--- src/hdl/fcca_pkg.sv ---
// ----------------------------------------------------------------------------
// fcca_pkg: shared definitions for the cluster chain allocator
// Widths, table markers, request and status codes, and the command and
// status bundles that pass between the controller and the datapath.
// ----------------------------------------------------------------------------
package fcca_pkg;

	localparam int LINK_W      = 28;
	localparam int TABLE_DEPTH = 4096;
	localparam int IDX_W       = $clog2(TABLE_DEPTH);
	localparam int CNT_W       = 12;

	localparam logic [LINK_W-1:0] END_OF_CHAIN = 28'hFFFFFFF;
	localparam logic [LINK_W-1:0] END_MIN      = 28'hFFFFFF8;
	localparam logic [LINK_W-1:0] BAD_CLUSTER  = 28'hFFFFFF7;
	localparam logic [LINK_W-1:0] FIRST_DATA   = 28'd2;
	localparam logic [CNT_W-1:0]  COUNT_RESET  = 12'd4094;

	// Request kinds.
	localparam logic [1:0] MODE_READ  = 2'd0;
	localparam logic [1:0] MODE_SET   = 2'd1;
	localparam logic [1:0] MODE_ALLOC = 2'd2;
	localparam logic [1:0] MODE_FREE  = 2'd3;

	// Result status codes.
	localparam logic [1:0] ST_OK       = 2'd0;
	localparam logic [1:0] ST_NO_SPACE = 2'd1;
	localparam logic [1:0] ST_RANGE    = 2'd2;
	localparam logic [1:0] ST_LOOP     = 2'd3;

	// Table write data selection.
	localparam logic [1:0] WR_ZERO = 2'd0;
	localparam logic [1:0] WR_VAL  = 2'd1;
	localparam logic [1:0] WR_EOC  = 2'd2;

	// Result value selection.
	localparam logic [1:0] RES_ZERO = 2'd0;
	localparam logic [1:0] RES_RD   = 2'd1;
	localparam logic [1:0] RES_BAD  = 2'd2;
	localparam logic [1:0] RES_CUR  = 2'd3;

	typedef struct packed {
		logic       load;
		logic       clr_step;
		logic       wr_en;
		logic [1:0] wr_sel;
		logic       cur_inc;
		logic       cur_link;
		logic       set_res;
		logic [1:0] res_sel;
		logic [1:0] res_st;
		logic       push_out;
	} cmd_t;

	typedef struct packed {
		logic [1:0] mode;
		logic       in_table;
		logic       below_limit;
		logic       chain_live;
		logic       steps_done;
		logic       rd_zero;
		logic       clr_last;
		logic       out_free;
	} sts_t;

endpackage

--- src/hdl/fcca_ctrl.sv ---
// ----------------------------------------------------------------------------
// fcca_ctrl: request sequencer of the cluster chain allocator
// Runs the clearing pass after reset, then steps each request through
// check and, where needed, evaluate cycles and hands the result to the output register.
// ----------------------------------------------------------------------------
module fcca_ctrl (
	input  logic           clk,
	input  logic           arst_n,
	input  logic           in_valid,
	output logic           in_ready,
	input  fcca_pkg::sts_t sts,
	output fcca_pkg::cmd_t cmd
);

	localparam logic [2:0] S_CLEAR = 3'd0;
	localparam logic [2:0] S_IDLE  = 3'd1;
	localparam logic [2:0] S_CHECK = 3'd2;
	localparam logic [2:0] S_EVAL  = 3'd3;
	localparam logic [2:0] S_DONE  = 3'd4;

	logic [2:0] state_q;
	logic [2:0] state_d;

	always_ff @(posedge clk or negedge arst_n) begin
		if (!arst_n) begin
			state_q <= S_CLEAR;
		end else begin
			state_q <= state_d;
		end
	end

	assign in_ready = (state_q == S_IDLE);

	always_comb begin
		state_d = state_q;
		cmd     = '0;
		case (state_q)
			S_CLEAR: begin
				cmd.clr_step = 1'b1;
				if (sts.clr_last) begin
					state_d = S_IDLE;
				end
			end
			S_IDLE: begin
				if (in_valid) begin
					cmd.load = 1'b1;
					state_d  = S_CHECK;
				end
			end
			// The pointer is settled here; the table read issued now is seen in EVAL.
			S_CHECK: begin
				state_d = S_EVAL;
				case (sts.mode)
					fcca_pkg::MODE_READ: begin
						if (!sts.in_table) begin
							cmd.set_res = 1'b1;
							cmd.res_sel = fcca_pkg::RES_BAD;
							cmd.res_st  = fcca_pkg::ST_RANGE;
							state_d     = S_DONE;
						end
					end
					fcca_pkg::MODE_SET: begin
						cmd.set_res = 1'b1;
						cmd.res_sel = fcca_pkg::RES_ZERO;
						state_d     = S_DONE;
						if (sts.in_table) begin
							cmd.wr_en  = 1'b1;
							cmd.wr_sel = fcca_pkg::WR_VAL;
							cmd.res_st = fcca_pkg::ST_OK;
						end else begin
							cmd.res_st = fcca_pkg::ST_RANGE;
						end
					end
					fcca_pkg::MODE_ALLOC: begin
						if (!sts.below_limit || !sts.in_table) begin
							cmd.set_res = 1'b1;
							cmd.res_sel = fcca_pkg::RES_ZERO;
							cmd.res_st  = fcca_pkg::ST_NO_SPACE;
							state_d     = S_DONE;
						end
					end
					default: begin
						cmd.res_sel = fcca_pkg::RES_ZERO;
						if (!sts.chain_live) begin
							cmd.set_res = 1'b1;
							cmd.res_st  = fcca_pkg::ST_OK;
							state_d     = S_DONE;
						end else if (!sts.in_table) begin
							cmd.set_res = 1'b1;
							cmd.res_st  = fcca_pkg::ST_RANGE;
							state_d     = S_DONE;
						end else if (sts.steps_done) begin
							cmd.set_res = 1'b1;
							cmd.res_st  = fcca_pkg::ST_LOOP;
							state_d     = S_DONE;
						end
					end
				endcase
			end
			S_EVAL: begin
				case (sts.mode)
					fcca_pkg::MODE_READ: begin
						cmd.set_res = 1'b1;
						cmd.res_sel = fcca_pkg::RES_RD;
						cmd.res_st  = fcca_pkg::ST_OK;
						state_d     = S_DONE;
					end
					fcca_pkg::MODE_ALLOC: begin
						if (sts.rd_zero) begin
							cmd.wr_en   = 1'b1;
							cmd.wr_sel  = fcca_pkg::WR_EOC;
							cmd.set_res = 1'b1;
							cmd.res_sel = fcca_pkg::RES_CUR;
							cmd.res_st  = fcca_pkg::ST_OK;
							state_d     = S_DONE;
						end else begin
							cmd.cur_inc = 1'b1;
							state_d     = S_CHECK;
						end
					end
					default: begin
						// Free chain: clear this entry and follow its old link.
						cmd.wr_en    = 1'b1;
						cmd.wr_sel   = fcca_pkg::WR_ZERO;
						cmd.cur_link = 1'b1;
						state_d      = S_CHECK;
					end
				endcase
			end
			S_DONE: begin
				if (sts.out_free) begin
					cmd.push_out = 1'b1;
					state_d      = S_IDLE;
				end
			end
			default: begin
				state_d = S_IDLE;
			end
		endcase
	end

endmodule

--- config.mk ---
export PLATFORM = sky130hd
export DESIGN_NAME = fcca_ctrl
export DESIGN_NICKNAME = d
export VERILOG_FILES = /design/src/hdl/fcca_pkg.sv /design/src/hdl/fcca_ctrl.sv
export SDC_FILE = /design/constraint.sdc
export NUM_CORES = 1
export LEC_CHECK = 0
export BUFFER_PORTS_ARGS = -buffer_cell sky130_fd_sc_hd__buf_2
export CORE_MARGIN = 1.5
export CORE_UTILIZATION = 30
export DETAILED_ROUTE_END_ITERATION = 8
export SLEW_MARGIN = 40
export SYNTH_ARGS = -nofsm -noshare
export SYNTH_HDL_FRONTEND = slang
export SYNTH_SLANG_ARGS = --single-unit
--- constraint.sdc ---
create_clock -name clk -period 1.9 [get_ports clk]
set_input_delay 0.57 -clock clk [delete_from_list [all_inputs] [get_ports clk]]
set_output_delay 0.57 -clock clk [all_outputs]
set_load 0.005 [all_outputs]
# Word level (Yosys, flattened, before mapping)
# Cells that the tools add are included.
[word_totals]
wordCells = 56
reg_bits = 3
output_inout_bits = 14
input_bits = 12
[classes]
eq_ne = 9
n_reduce_logical = 7
n_mux = 39
[ops]
columns = ["operator", "n"]
rows = [
  ["2-to-1 mux 3 bit", 12],
  ["case mux 5 bit (2 select lines)", 2],
  ["case mux 3 bit (2 select lines)", 3],
  ["2-to-1 mux 5 bit", 3],
  ["case mux 3 bit (5 select lines)", 1],
  ["case mux 5 bit (3 select lines)", 1],
  ["2-to-1 mux 1 bit", 11],
  ["2-to-1 mux 2 bit", 5],
  ["case mux 3 bit (3 select lines)", 1],
  ["equality test 3 x 2 -> 1 bit (second input constant)", 2],
  ["!= test 2 bit (second input constant)", 3],
  ["equality test 3 x 1 -> 1 bit (second input constant)", 1],
  ["equality test 3 bit (second input constant)", 1],
  ["logical NOT 3 bit", 1],
  ["AND reduction 3 bit", 1],
  ["equality test 2 x 1 -> 1 bit (second input constant)", 1],
  ["equality test 2 bit (second input constant)", 1],
  ["logical NOT 1 bit", 2],
  ["logical NOT 2 bit", 1],
  ["OR reduction 2 bit", 1],
  ["logical OR 1 bit", 1],
]

# Depth between registers and ports, before layout
[depth]
ltp_word = 5
depth_mapped = 4
depth_no_buf = 3

# Least setup slack after synthesis
# OpenSTA, ideal clock, no wires.
[synth_path]
path_kind = "input to output"
start = "input sts[7] (netlist bit)"
end = "output cmd[8] (netlist bit)"
slack_ns = -0.006
t_required_ns = 1.330
stages = 4
n_path_buf = 1
t_arrival_ns = 1.336
cell_sequence = "buf_2 inv_1 or3_1 nor3_1"
[synth_rtl]
columns = ["item", "line_no", "rtl"]
rows = [
  ["start, declared", "fcca_ctrl.sv:11", "input fcca_pkg::sts_t sts,"],
  ["end, declared", "fcca_ctrl.sv:12", "output fcca_pkg::cmd_t cmd"],
]

==> out/results.ini <==
[global_routing]
busiest_layer=met2
grt_pass1_wl_um=1614
gr-usage-met1=0.1906
grt_max_degree=17
grt.overflow.total=0
grt_pass1_vias=420
gr-usage-met2=0.2298
antenna_found_initial=0
grtUsageMet3=0.03333
track_usage=0.1557

[worst_setup_path]
reg2reg_from=state_q[0]$_DFFE_PN0P_
ff2ff_setup_slack_ns=0.67
r2r_end=state_q[0]$_DFFE_PN0P_
worst_ep_required_time_ns=1.33
path_class=input port to output pin
worstPathMaxFanout=5
crit_buf_inv=3
start_kind=input port
arrival_ns=1.36
critPathMaxStageDelay_ns=0.35
worstPathCellList=buf_12 > buf_6 > a2111oi_4 > nor3_1 > buf_2
reg2reg_depth=3
cp_top_family=buffers and inverters
end_kind=output pin
cpMaxStageDelayCell=a2111oi_4

[timing]
max_freq_mhz=517.7
setup_ws_ns=-0.03145
tightest_slew_ns=0.3132
tns_ns=-0.03420
fin_crit_sh=1.017
slew_violations=0
slew_headroom=0.7907
finalHoldViolCount=0
grt_setup_unrepaired=yes
post-route-min-period_ns=1.931
setup_viol=2
finClkSkew_ns=0.003702

[final_layout]
seqCellArea_um2=76.32
final_area_um2=757.0
areaGrowthSynthToFinish_pct=83.89
fin_cells=108
insertedDiodeCount=0
top_regs=state_q (3)
nFillCells=118
multi_input_area_um2=314.1
largest_register_ff_count=3
most-common-layout-cells=buf_2 (21), buf_4 (13), nand2_1 (5), nor3_1 (5)
drive_above_1_share=0.5591
nets=106
final_common_cell=buf_2
largest_register=state_q

[placed_design]
dp.cells=101
placed_area_um2=631.9
place_hpwl_um=787.9
io_buffer_count=25
gp_congestion=0.7542

[clock_network]
clockBufferDepth=2
clockRootBuffer=clkbuf_4
numCtsBuffers=3
tritoncts=done
cts_hold_buf=0
clk_latency_ns=0.23
cts-htree-levels=1
clkTransAtPathRegs_ns=0.04
clock_sinks=3

[route]
wl_per_cell_um=10.12
via_per_inst=4.972
route.detailed.drc=0
wirelength_um=1093
postRouteAntennaNets=0
dr.pass1.iters=4
drt_iter0_drc=12
vias=537

[floorplanning]
die-area_mm2=0.001603
start_util=0.3204
top_level_ports=26
core_area_mm2=0.001285
placement_rows=13
die_h_um=40.04
die_w_um=40.04

[pwr]
power.density_mw_per_mm2=962.4
power_frac_clock=0.151
p_int_w=0.0004389
power_switching_w=0.0002896
combPwrFrac=0.637
pwr-share-seq=0.213
ir_drop_mv=0.7236
p_leak_nw=0.3813
swShare=0.3975

[status]
violations=negative setup slack
status=finished, violations left

[yosys]
synth_fp_nets=64
synth_warnings=0
synth_area_per_cell_um2=7.916
ys_ff_latch=3
ys_types=29
ys_seq_area_frac=0.1824
syn_inst=52
syn_area_um2=411.6

[run]
drv_cap=0

[hold_path]
min_path_type=input port to async pin

-- repair_timing --
| item | 4_1_cts | 5_1_grt |
|---|---|---|
| gates resized for setup | 10 | 9 |
| pin swaps | 4 | 2 |
| buffers inserted | 0 | 2 |
| gates cloned | 0 | 1 |
| endpoints found under the setup margin | 10 | 8 |
-- power by group through the flow --
stage               clock [W]  combinational [W]  sequential [W]
floorplan                   0           0.000244        0.000129
global placement            0           0.000401        0.000159
detailed placement          0           0.000399        0.000158
CTS                  0.000115           0.000410        0.000160
global route         0.000118           0.000512        0.000161
finish               0.000110           0.000464        0.000155
-- metrics by stage --
stage / setup slack (ns) / hold slack (ns) / total power [W] / util
global placement: -0.1389 / 0.3646 / 0.0005599 / 0.4917
finish: -0.03145 / 0.1238 / 0.0007285 / 0.5891
detailed placement: -0.1434 / 0.3652 / 0.0005574 / 0.4917
global route: -0.06849 / 0.1255 / 0.0007900 / 0.5891
floorplan: -0.005365 / 0.2744 / 0.0003727 / -
CTS: -0.08592 / 0.1170 / 0.0006841 / 0.5365
-- metal layers --
layer | up-vias | part of all wire | routed length (um)
li1 | 280 | - | -
met1 | 240 | 0.50 | 551
met2 | 17 | 0.45 | 492
met3 | 0 | 0.044 | 48
met4 | 0 | 0 | 0
met5 | - | 0 | 0
-- cell families (layout without fill, tap and decap cells) --
group                  count (synthesis)  in the layout  synth area share
buffers and inverters                  7             48           0.09117
flip-flops                             3              3            0.1824
AO/OA/AOI/OAI                         14             14            0.3009
AND/OR/NAND/NOR                       28             28            0.4256
-- worst max path at each step --
| stage | slack (ns) | startpoint | end | depth (start not counted) |
|---|---|---|---|---|
| 2_1_floorplan | -0.005 | sts[7] | cmd[10] | 4 |
| 5_1_grt | -0.07 | sts[7] | cmd[5] | 5 |
| 4_1_cts | -0.09 | sts[3] | cmd[5] | 5 |
| 3_5_place_dp | -0.14 | sts[8] | cmd[5] | 5 |
| 6_report | -0.03 | sts[7] | cmd[5] | 5 |
| 3_3_place_gp | -0.14 | sts[8] | cmd[5] | 5 |
-- worst register-to-register path, stage by stage, from the launching register on --
cell and delay (ns):
dfrtp_2 0.49, a2111oi_4 0.32, buf_4 0.18, o221a_1 0.17
-- cell type report --
type / instances / share of cell area
Multi-Input combinational cell: 42 / 0.4149
Clock buffer: 4 / 0.03471
Tap cell: 15 / 0.02479
Timing Repair Buffer: 41 / 0.4066
Sequential cell: 3 / 0.1008
Inverter: 3 / 0.01818
-- synth_stat cells --
cell       instances  area (um^2)
nor3b_2            1        12.51
dfrtp_1            3        75.07
nand2_1            5        18.77
a21oi_1            3        15.01
a21boi_0           2        15.01
inv_1              3        11.26
nor3b_1            2        15.01
and2_1             1        6.260
a21o_1             1        7.510
o31ai_1            1        7.510
o221a_1            1        11.26
a2111oi_0          1        8.760
nor2_1             4        15.01
nand3b_1           1        7.510
buf_6              1        11.26
buf_2              2        10.01
and3_1             1        6.260
a31oi_1            2        12.51
and4_1             1        8.760
a32o_1             1        10.01
nor3_1             6        30.03
nor2b_1            2        12.51
clkbuf_2           1        5.000
nand3b_4           1        20.02
a2111oi_4          1        27.53
or3_1              1        6.260
nor4b_1            1        8.760
or2b_1             1        7.510
a41oi_1            1        8.760
Note: power is estimated with default switching activity, not from simulation.
